$ cat src/hw/rtl/vtn_div.sv
`timescale 1ns / 1ps
// ----------------------------------------------------------------------------
// vtn_div: radix-2 restoring divider
// Unsigned 67 by 35 bit division, one quotient bit per cycle.
// ----------------------------------------------------------------------------
module vtn_div (
  input  logic        clk,
  input  logic        rst,
  input  logic        start,
  input  logic [66:0] num,
  input  logic [34:0] den,
  output logic        done,
  output logic [66:0] quo
);
  logic [66:0] q;
  logic [35:0] rem;
  logic [6:0]  cnt;
  logic        busy;
  logic [35:0] trial;

  always_comb begin
    trial = {rem[34:0], q[66]} - {1'b0, den};
  end

  always_ff @(posedge clk) begin
    if (rst) begin
      busy <= 1'b0;
      done <= 1'b0;
      cnt  <= '0;
    end else begin
      done <= 1'b0;
      if (start) begin
        busy <= 1'b1;
        q    <= num;
        rem  <= '0;
        cnt  <= 7'd67;
      end else if (busy) begin
        if (!trial[35]) begin
          rem <= trial;
          q   <= {q[65:0], 1'b1};
        end else begin
          rem <= {rem[34:0], q[66]};
          q   <= {q[65:0], 1'b0};
        end
        cnt <= cnt - 7'd1;
        if (cnt == 7'd1) begin
          busy <= 1'b0;
          done <= 1'b1;
        end
      end
    end
  end

  assign quo = q;
endmodule

$ cat config.mk
export PLATFORM = sky130hd
export DESIGN_NAME = vtn_div
export DESIGN_NICKNAME = d
export VERILOG_FILES = /design/src/hw/rtl/vtn_div.sv
export SDC_FILE = /design/constraint.sdc
export NUM_CORES = 1
export LEC_CHECK = 0
export BUFFER_PORTS_ARGS = -buffer_cell sky130_fd_sc_hd__buf_2
export CAP_MARGIN = 20
export CORE_UTILIZATION = 55
export CTS_CLUSTER_DIAMETER = 100
export CTS_CLUSTER_SIZE = 28
export DETAILED_ROUTE_END_ITERATION = 7
export PLACE_DENSITY = 0.9
export SLEW_MARGIN = 10
export SYNTH_ARGS = -nofsm -noshare
export SYNTH_HDL_FRONTEND = slang
export SYNTH_SLANG_ARGS = --single-unit
$ cat constraint.sdc
create_clock -name clk -period 16.6 [get_ports clk]
set_input_delay 0 -clock clk [delete_from_list [all_inputs] [get_ports clk]]
set_output_delay 0 -clock clk [all_outputs]
set_load 0.1 [all_outputs]
==> results of run 1 <==
[synthesized netlist by cell type, drive strengths merged (2+ instances only)]
library cell,count
xor2,13
nand3b,2
nor2b,3
o21ai,24
or2,2
nand4,6
or3,3
clkbuf,19
and3,5
nor3,9
buf,13
o21a,8
or4,2
nor4b,3
nor2,22
inv,49
ha,37
edfxtp,102
nor4,2
a21oi,61
a211oi,7
a41o,2
o211ai,3
o21bai,8
xnor2,19
a41oi,2
nand3,16
mux2,66
a21o,17
dfxtp,9
nand2b,6
a31oi,6
a2111oi,3
a31o,3
o31ai,4
nand2,69
a21boi,3
[sequential cells by signal (all words and copies together) (netlist names)]
| name | flops |
|---|---|
| cnt | 7 |
| rem | 35 |
| done | 1 |
| busy | 1 |
| quo | 67 |
[through the flow]
step	area [sq um]	setup WS [ns]	hold slack [ns]
2_1_floorplan	6850	11.21	0.191
3_3_place_gp	7820	12.94	0.281
3_5_place_dp	7820	12.80	0.305
4_1_cts	8780	12.77	0.0252
5_1_grt	8780	12.52	0.0204
6_report	8780	12.74	0.0254
[cell type report]
cell class | instances | area, sq um
inverter | 49 | 184
timing repair buffer | 244 | 1570
antenna | 1 | 2.50
fill | 832 | 3280
tap | 168 | 210
multi-input combinational | 448 | 3280
clock buffer | 12 | 258
clock inverter | 4 | 33.8
sequential | 111 | 3240
[cells by family (layout without fill, tap and decap cells)]
kind of cell	count (synthesis)	count (layout)	share of synthesized area (%)
DFF	111	111	47.4
and+or+nand+nor	154	154	10.6
buffers and inverters	81	309	4.90
adders and majority gates	38	38	7.05
muxes	66	66	10.9
xor gates and xnor gates	32	32	4.31
AOI/OAI and AO/OA	158	158	15.0
other	0	1	0
[per-layer routing]
layer	track usage [%]	part of all wire, %
met4	13.0	4.0
met5	0	0
met1	35.3	39
met2	53.9	49
met3	7.23	7.7
[layout by cell type, fill, tap and decap left out, types with 3 or more instances in the layout]
cell           count
a21oi_1           60
nor2_1            21
nand2_1           69
buf_2            171
xnor2_1           18
nand4_1            6
ha_1              37
nor4b_1            3
nor3_1             9
buf_4              6
o31ai_1            3
o21ai_0           23
o21a_1             8
a211oi_1           7
inv_1             49
nor2b_1            3
clkbuf_16         10
o21bai_1           8
a21o_1            17
dfxtp_1            9
edfxtp_1         102
a21boi_0           3
xor2_1            12
nand3_1           16
mux2_2            66
a31oi_1            5
or3_1              3
and3_1             5
dlygate4sd3_1     67
nand2b_1           6
[power groups by stage]
stage	combinational, mW	clock (mW)	sequential [mW]
global route	0.352	0.232	0.357
CTS	0.321	0.222	0.353
detailed placement	0.307	0	0.358
floorplan	0.174	0	0.435
finish	0.327	0.223	0.354
global placement	0.301	0	0.357
[critical path, cell delays in order, from the launching register on]
cell and delay, ns:
edfxtp_1 0.40, ha_1 0.44, nand4_1 0.15, or4_1 0.55
a211oi_1 0.18, or3b_1 0.28, o211ai_2 0.14, a31oi_4 0.21
xor2_2 0.64, buf_4 0.36, nor2_1 0.06, a211oi_1 0.25
[path summary, 6_finish.rpt]
kind,depth (start not counted),endpoint,startpoint
max,11,rem[16]$_SDFFCE_PP0P_,rem[16]$_SDFFCE_PP0P_
min,2,quo[39]$_DFFE_PP_,num[39]
max reg2reg,11,rem[16]$_SDFFCE_PP0P_,rem[16]$_SDFFCE_PP0P_
min reg2reg,2,cnt[3]$_SDFFE_PP0P_,cnt[3]$_SDFFE_PP0P_
==> results by group, run 1 <==
Clock network
  • CTS sink cnt: 111
  • Clock Latency Late Sink: 0.36 ns
  • Cts hold-fix bufs: 67
  • Post-cts sizing count: 0
  • Root buf cell: clkbuf_16
  • Max Buffers Root-to-Sink: 2
  • CTS tree: yes
  • H-tree depth: 3
  • Clock-pin slew on the worst setup and hold paths: 0.08 ns
  • CTS buffer count: 9
  • Post-CTS setup buffers: 0

Place
  • Estimated wirelength of the detail-placed design: 11.8 mm
  • RD Place Congestion: 0.881
  • Port Buffer Count: 172
  • Placed instance count: 953

Worst hold path
  • Worst min path class: input pin to flip-flop

Timing
  • Tcrit/Tclk final: 23.2%
  • Rel. slew slack: 47.4%
  • Fmax: 259 MHz
  • Least-Margin Pin Slew: 0.789 ns
  • Final setup viols: 0
  • Clock Skew: 0.0113 ns
  • Final hold vios: 0
  • RSZ-0062 raised after global routing: false
  • Setup Total Neg Slack: 0 ns
  • Crit path time final: 3.86 ns
  • Final Max Tran Viols: 0

Global routing
  • Global Route Usage Sum: 30.5%
  • Global-route wire length before repair: 29.8 mm
  • Vias in the first global route: 5853
  • Initial antenna violation count: 1
  • Grt ovf: 0
  • Pin count of the biggest net entering global routing: 63

Worst setup path
  • Setup crit end kind: flip-flop
  • R2R setup slack: 12.74 ns
  • Nature of the critical path startpoint: flip-flop
  • Worst endpoint required time: 16.77 ns
  • Worst EP arrival: 4.03 ns
  • Largest fanout on the critical path: 18
  • Worst Setup Path Type: flip-flop to flip-flop

Finish
  • Nets: 1006
  • Non-filler cells, final: 1037
  • Share of cells above drive strength 1: 31.0%
  • Utilization after layout: 72.8%
  • Area growth syn-to-layout: 28.2%

Yosys
  • Net count of the mapped netlist: 783
  • Synth async-reset ratio: 0%
  • Ys Warns: 0
  • Ys flop type: edfxtp_1
  • Post-Syn Instances: 640
  • Sequential share of the synthesized area: 47.4%
  • Syn Area/Cell: 10.7 sq um
  • Mapped Area: 6850 sq um
  • Synthesized flop and latch total: 111
  • Share of the synthesized area in the top cell type: 44.7%
  • Main area contributors after synthesis: edfxtp_1 45%, mux2_2 11%, ha_1 6.8%
  • Post-synth EDFFs: 102
  • Cell variety after synth: 61
  • Synth area leader: edfxtp_1

Pwr
  • Logic gate share of total power: 36.1%
  • Clk network pwr share: 24.7%
  • Overall power: 0.904 mW
  • Max rail drop VDD: 65.8 uV
  • PwrDens: 103 nW/um^2
  • Cell internal pwr: 0.564 mW
  • P_leak: 3.83 nW
  • Psw: 0.340 mW
  • Switching Share: 37.6%
  • Flop pwr share: 39.2%

Floorplanning
  • FP Rows: 40
  • Initial core utilization: 56.8%
  • Vert. Die Dim: 114 um
  • Chip width: 114 um
  • I/O pin count: 173
  • Die area: 12900 sq um
  • Core region area: 12100 sq um

Drt
  • Vias per cell: 5.73
  • ANT nets after route: 0
  • Routed WL: 19.3 mm
  • 1st-iter DRT viols: 528
  • Via Count: 5941
  • Drt drc: 0
  • First-pass DRT Iterations: 5
  • Wire per inst: 18.6 um

Job
  • Maxcap violations: 0

Status
  • Status: complete, no violations
Note: power is estimated with default switching activity, not from simulation.
==> run 2: changes to the inputs <==
CORE_UTILIZATION = 49   (was 55)
PLACE_DENSITY = 0.85   (was 0.9)
clock period = 3.3 ns   (was 16.6 ns; I/O delays follow)
==> results by group, run 2 (same netlist as run 1, synthesis figures left out) <==
Job
  • Maxcap violations: 0 (unchanged)

Timing
  • Hold slack: 0.169 ns (was 0.0254 ns)
  • Setup Total Neg Slack: 0 ns (unchanged)
  • Final setup viols: 0 (unchanged)
  • Least-Margin Pin Slew: 0.813 ns (was 0.789 ns)
  • RSZ-0062 raised after global routing: false (unchanged)
  • Rel. slew slack: 45.8% (was 47.4%)
  • Clock Skew: 0.00905 ns (was 0.0113 ns)
  • Crit path time final: 3.11 ns (was 3.86 ns)
  • Fmax: 321 MHz (was 259 MHz)
  • Final Max Tran Viols: 0 (unchanged)
  • Final hold vios: 0 (unchanged)
  • Worst Setup Slack, final: 0.185 ns (was 12.74 ns)
  • Tcrit/Tclk final: 94.4% (was 23.2%)

Worst setup path
  • Worst Setup Path Type: flip-flop to flip-flop (unchanged)
  • Worst endpoint required time: 3.42 ns (was 16.77 ns)
  • Worst EP arrival: 3.23 ns (was 4.03 ns)
  • Setup crit end kind: flip-flop (unchanged)
  • Nature of the critical path startpoint: flip-flop (unchanged)
  • Largest fanout on the critical path: 13 (was 18)

Drt
  • First-pass DRT Iterations: 5 (unchanged)
  • Drt drc: 0 (unchanged)
  • Vias per cell: 5.52 (was 5.73)
  • Wire per inst: 17.4 um (was 18.6 um)
  • Via Count: 5895 (was 5941)
  • 1st-iter DRT viols: 468 (was 528)
  • Routed WL: 18.6 mm (was 19.3 mm)
  • ANT nets after route: 0 (unchanged)

Pwr
  • Max rail drop VDD: 344 uV (was 65.8 uV)
  • PwrDens: 512 nW/um^2 (was 103 nW/um^2)
  • P_leak: 3.96 nW (was 3.83 nW)

Floorplanning
  • Chip width: 120 um (was 114 um)
  • Initial core utilization: 50.9% (was 56.8%)
  • Core region area: 13500 sq um (was 12100 sq um)
  • Die area: 14500 sq um (was 12900 sq um)
  • FP Rows: 42 (was 40)
  • I/O pin count: 173 (unchanged)
  • Vert. Die Dim: 120 um (was 114 um)

Global routing
  • Vias in the first global route: 5839 (was 5853)
  • Pin count of the biggest net entering global routing: 63 (unchanged)
  • Global-route wire length before repair: 28.8 mm (was 29.8 mm)
  • Global Route Usage Sum: 25.6% (was 30.5%)
  • Initial antenna violation count: 0 (was 1)
  • Grt ovf: 0 (unchanged)

Clock network
  • CTS tree: yes (unchanged)
  • Clock-pin slew on the worst setup and hold paths: 0.08 ns (about the same)
  • H-tree depth: 3 (unchanged)
  • CTS buffer count: 9 (unchanged)
  • Clock Latency Late Sink: 0.36 ns (about the same)
  • Max Buffers Root-to-Sink: 2 (unchanged)
  • CTS sink cnt: 111 (unchanged)
  • Root buf cell: clkbuf_16 (unchanged)

Finish
  • Most common cell after layout, fill and taps aside: buf_2 (unchanged)
  • Commonest cells after routing, fill and taps aside: 171 x buf_2, 102 x edfxtp_1, 69 x nand2_1 (unchanged)
  • Fill cells: 994 (was 832)
  • Utilization after layout: 67.7% (was 72.8%)
  • Share of cells above drive strength 1: 34.2% (was 31.0%)
  • Area growth syn-to-layout: 32.9% (was 28.2%)
  • Largest register FFs: 67 (unchanged)
  • Diode count: 0 (was 1)
  • Nets: 1029 (was 1006)

Worst hold path
  • Worst min path class: input pin to flip-flop (unchanged)

Place
  • Placement Setup Slack: 0.0828 ns (was 12.80 ns)
  • Estimated wirelength of the detail-placed design: 12.0 mm (was 11.8 mm)
  • RD Place Congestion: 0.940 (was 0.881)
  • Port Buffer Count: 172 (unchanged)

Status
  • Status: complete, no violations (unchanged)
## run 2: cell count changes in the layout (fill, tap and decap cells not counted), moves of 2 or more
cell / change
a41oi_1: -2
buf_12: +2
buf_4: +19
clkbuf_1: -2
ha_1: -2
ha_4: +2
## run 2: final timing paths
check,from,endpoint,slack (ns),cells past startpoint
setup / recovery,rem[26]$_SDFFCE_PP0P_,rem[31]$_SDFFCE_PP0P_,0.19,11
hold / removal,start,cnt[5]$_SDFFE_PP0P_,0.17,2
setup reg to reg,rem[26]$_SDFFCE_PP0P_,rem[31]$_SDFFCE_PP0P_,0.19,11
hold reg to reg,cnt[4]$_SDFFE_PP0P_,cnt[4]$_SDFFE_PP0P_,0.56,2
## run 2: worst max-delay path, stage by stage (launching register included)
cell	delay, ns
edfxtp_1	0.42
ha_1	0.30
a21o_1	0.19
a21o_1	0.18
a21o_1	0.17
a21o_1	0.20
a2111oi_2	0.46
a31oi_4	0.19
xor2_4	0.23
buf_4	0.16
clkbuf_16	0.17
a41o_1	0.21
## run 2: report_power, final
part           internal, mW  switching, mW  total (mW)
Combinational         0.670           1.12        1.79
Clock                 0.531          0.564        1.10
Sequential             1.70         0.0744        1.78
Total                  2.91           1.76        4.66
## run 2: cell type report
type / count / area (sq um) / share of cell area, %
Timing Repair Buffer: 267 / 1790 / 19.7
Inverter: 49 / 184 / 2.02
Sequential cell: 111 / 3240 / 35.6
Clock buffer: 9 / 225 / 2.47
Tap cell: 176 / 220 / 2.42
Clock inverter: 7 / 65.1 / 0.715
Multi-Input combinational cell: 448 / 3380 / 37.1
## run 2: per-stage QoR
step	power (mW)	area [sq um]	instances
floorplan	3.07	6890	640
global placement	3.40	8000	977
detailed placement	3.44	8000	977
CTS	4.58	8970	1061
global route	4.88	9100	1067
finish	4.66	9100	1067
## run 2: per-layer routing
metal | global-route usage [%] | vias to the layer above | share of wire [%]
met4 | 11.3 | 0 | 2.8
met5 | 0 | - | 0
met1 | 31.4 | 2756 | 42
met2 | 43.7 | 261 | 49
met3 | 5.24 | 40 | 6.7
li1 | - | 2838 | -
## run 2: timing repair
action / CTS / global route
hold buffers: 68 / 0
endpoints found under the hold margin: 75 / 0
setup buffers: 0 / 5
endpoints found under the setup margin: 0 / 34
gates resized for setup: 0 / 10
==> run 3: changes to the inputs <==
ABC_AREA = 1   (was default)
CORE_UTILIZATION = 50   (was 49)
PLACE_DENSITY = 0.86   (was 0.85)
==> results by group, run 3 <==
Status
  • Status: complete, no violations (unchanged)

Worst setup path
  • Largest fanout on the critical path: 3 (was 13)
  • Nature of the critical path startpoint: flip-flop (unchanged)
  • Setup crit end kind: flip-flop (unchanged)
  • Worst Setup Path Type: flip-flop to flip-flop (unchanged)
  • R2R setup slack: 0.72 ns (was 0.19 ns)
  • Reg2reg path depth: 16 (was 11)
  • Worst EP arrival: 2.69 ns (was 3.23 ns)
  • Reg-to-reg startpoint: quo[66]$_DFFE_PP_ (was rem[26]$_SDFFCE_PP0P_)
  • Worst endpoint required time: 3.42 ns (about the same)
  • Crit Reg-Reg Endpoint: rem[32]$_SDFFCE_PP0P_ (was rem[31]$_SDFFCE_PP0P_)

Pwr
  • Switching Share: 40.7% (was 37.7%)
  • Max rail drop VDD: 369 uV (was 344 uV)
  • Cell internal pwr: 2.73 mW (was 2.91 mW)
  • Clk network pwr share: 25.0% (was 23.5%)
  • Overall power: 4.61 mW (was 4.66 mW)
  • Flop pwr share: 38.2% (was 38.1%)
  • Psw: 1.87 mW (was 1.76 mW)
  • P_leak: 5.09 nW (was 3.96 nW)
  • PwrDens: 477 nW/um^2 (was 512 nW/um^2)
  • Logic gate share of total power: 36.8% (was 38.4%)

Worst hold path
  • Worst min path class: input pin to flip-flop (unchanged)
  • Hold_sp: den[0] (was start)
  • Worst hold stages: 5 (was 2)
  • Hold Path End: rem[0]$_SDFFCE_PP0P_ (was cnt[5]$_SDFFE_PP0P_)

Clock network
  • Clock-pin slew on the worst setup and hold paths: 0.09 ns (was 0.08 ns)
  • CTS buffer count: 9 (unchanged)
  • Max Buffers Root-to-Sink: 2 (unchanged)
  • H-tree depth: 3 (unchanged)
  • Cts hold-fix bufs: 68 (unchanged)
  • CTS sink cnt: 111 (unchanged)
  • CTS tree: yes (unchanged)
  • Post-CTS setup buffers: 0 (unchanged)
  • Root buf cell: clkbuf_16 (unchanged)
  • Post-cts sizing count: 0 (unchanged)
  • Clock Latency Late Sink: 0.36 ns (about the same)

Yosys
  • Synthesized flop and latch total: 111 (unchanged)
  • Synth async-reset ratio: 0% (unchanged)
  • Sequential share of the synthesized area: 42.3% (was 47.4%)
  • Synth top cells by count: 487 x nand2_1, 141 x inv_1, 128 x nor2_1 (was 102 x edfxtp_1, 69 x nand2_1, 66 x mux2_2)
  • Main area contributors after synthesis: edfxtp_1 40%, nand2_1 24%, inv_1 6.9% (was edfxtp_1 45%, mux2_2 11%, ha_1 6.8%)
  • Mapped Area: 7660 sq um (was 6850 sq um)
  • Most frequent cell after synthesis: nand2_1 (was edfxtp_1)
  • Share of the synthesized area in the top cell type: 40.0% (was 44.7%)
  • Ys Warns: 0 (unchanged)
  • Ys flop type: edfxtp_1 (unchanged)
  • Post-synth EDFFs: 102 (unchanged)
  • Syn Area/Cell: 7.11 sq um (was 10.7 sq um)
  • Cell variety after synth: 34 (was 61)
  • Post-Syn Instances: 1077 (was 640)
  • Net count of the mapped netlist: 1220 (was 783)
  • Synth area leader: edfxtp_1 (unchanged)

Finish
  • Nets: 1449 (was 1029)
  • Most common cell after layout, fill and taps aside: nand2_1 (was buf_2)
  • Largest register FFs: 67 (unchanged)
  • Area growth syn-to-layout: 26.1% (was 32.9%)
  • Commonest cells after routing, fill and taps aside: 487 x nand2_1, 172 x buf_2, 140 x inv_1 (was 171 x buf_2, 102 x edfxtp_1, 69 x nand2_1)
  • Share of cells above drive strength 1: 16.4% (was 34.2%)

Place
  • RD Place Congestion: 0.965 (was 0.940)
  • Estimated wirelength of the detail-placed design: 14.7 mm (was 12.0 mm)
  • Port Buffer Count: 172 (unchanged)

Timing
  • Hold slack: 0.155 ns (was 0.169 ns)
  • Crit path time final: 2.58 ns (was 3.11 ns)
  • Final Max Tran Viols: 0 (unchanged)
  • Setup Total Neg Slack: 0 ns (unchanged)
  • Least-Margin Pin Slew: 0.797 ns (was 0.813 ns)
  • Fmax: 388 MHz (was 321 MHz)
  • RSZ-0062 raised after global routing: false (unchanged)
  • Final setup viols: 0 (unchanged)
  • Final hold vios: 0 (unchanged)
  • Rel. slew slack: 46.8% (was 45.8%)
  • Tcrit/Tclk final: 78.0% (was 94.4%)
  • Clock Skew: 0.0152 ns (was 0.00905 ns)

Global routing
  • Global-route wire length before repair: 35.6 mm (was 28.8 mm)
  • Met1 Track Usage GR: 33.7% (was 31.4%)
  • Pin count of the biggest net entering global routing: 104 (was 63)
  • Busiest grt layer: met2 (unchanged)
  • Met2 Use GR: 49.5% (was 43.7%)
  • Vias in the first global route: 7468 (was 5839)
  • Met3 Usage GRT: 5.18% (was 5.24%)
  • Global Route Usage Sum: 28.4% (was 25.6%)
  • Grt ovf: 0 (unchanged)
  • Initial antenna violation count: 1 (was 0)

Drt
  • Wire per inst: 14.8 um (was 17.4 um)
  • First-pass DRT Iterations: 5 (unchanged)
  • Via Count: 7774 (was 5895)
  • Vias per cell: 5.20 (was 5.52)
  • Drt drc: 0 (unchanged)
  • ANT nets after route: 0 (unchanged)
  • 1st-iter DRT viols: 574 (was 468)
  • Routed WL: 22.2 mm (was 18.6 mm)

Floorplanning
  • Core region area: 14800 sq um (was 13500 sq um)
  • Vert. Die Dim: 126 um (was 120 um)
  • I/O pin count: 173 (unchanged)
  • FP Rows: 44 (was 42)
  • Initial core utilization: 51.9% (was 50.9%)
  • Chip width: 126 um (was 120 um)
  • Die area: 15800 sq um (was 14500 sq um)

Job
  • Maxcap violations: 0 (unchanged)
[run 3: layer usage]
metal	part of all wire (%)	up-vias
li1	-	3806
met1	40	3496
met2	48	400
met3	7.5	72
met4	4.5	0
met5	0	-
[run 3: worst max path at each step]
| stage | startpoint | to | slack, ns | cells after the start |
|---|---|---|---|---|
| floorplan | quo[66]$_DFFE_PP_ | rem[28]$_SDFFCE_PP0P_ | 0.65 | 17 |
| global placement | quo[66]$_DFFE_PP_ | rem[24]$_SDFFCE_PP0P_ | 0.82 | 16 |
| detailed placement | quo[66]$_DFFE_PP_ | rem[24]$_SDFFCE_PP0P_ | 0.78 | 16 |
| CTS | quo[66]$_DFFE_PP_ | rem[28]$_SDFFCE_PP0P_ | 0.74 | 16 |
| global route | quo[66]$_DFFE_PP_ | rem[28]$_SDFFCE_PP0P_ | 0.47 | 17 |
| finish | quo[66]$_DFFE_PP_ | rem[32]$_SDFFCE_PP0P_ | 0.72 | 16 |
[run 3: kinds of logic after synthesis]
| logic type | count (synthesis) | share of synthesized area [%] |
|---|---|---|
| AND/OR/NAND/NOR | 688 | 36.4 |
| flip-flops | 111 | 42.3 |
| adder cells (fa/ha/maj) | 38 | 6.31 |
| AO/OA/AOI/OAI | 55 | 4.12 |
| buffers and inverters | 167 | 8.77 |
| XOR/XNOR | 18 | 2.06 |
[run 3: through the flow]
stage / worst slack, ns / instance area [sq um] / std cells / util, %
finish: 0.725 / 9660 / 1496 / 65.5
global route: 0.471 / 9660 / 1496 / 65.5
CTS: 0.741 / 9660 / 1495 / 65.5
detailed placement: 0.784 / 8670 / 1411 / 58.7
global placement: 0.823 / 8670 / 1411 / 58.7
floorplan: 0.650 / 7670 / 1077 / -
[run 3: final cells by class]
type	instances	area, sq um
diodes	1	2.50
flip-flops and latches	111	3240
well taps	184	230
clock buffers	9	225
repair buffers	243	1590
fillers	1232	5090
inverters	142	533
clock inverters	7	85.1
multi-input cells	799	3750
[run 3: worst max-delay path, cell delays in order, from the launching register on]
cell and delay (ns):
edfxtp_1 0.41, inv_1 0.07, ha_1 0.13, inv_1 0.07
fa_1 0.44, nand3_1 0.12, nand3_1 0.16, nand2_1 0.10
nand2_1 0.11, nand3_1 0.09, nand2_1 0.17, nand2_1 0.13
nand3_1 0.08, nand2_1 0.09, nand2_1 0.05, nand2_1 0.07
nor2_1 0.05
[run 3: power groups by stage]
stage | combinational, mW | sequential (mW) | clock, mW
floorplan | 0.894 | 2.17 | 0
global placement | 1.57 | 1.78 | 0
detailed placement | 1.60 | 1.79 | 0
CTS | 1.67 | 1.76 | 1.15
global route | 1.85 | 1.77 | 1.21
finish | 1.69 | 1.76 | 1.15
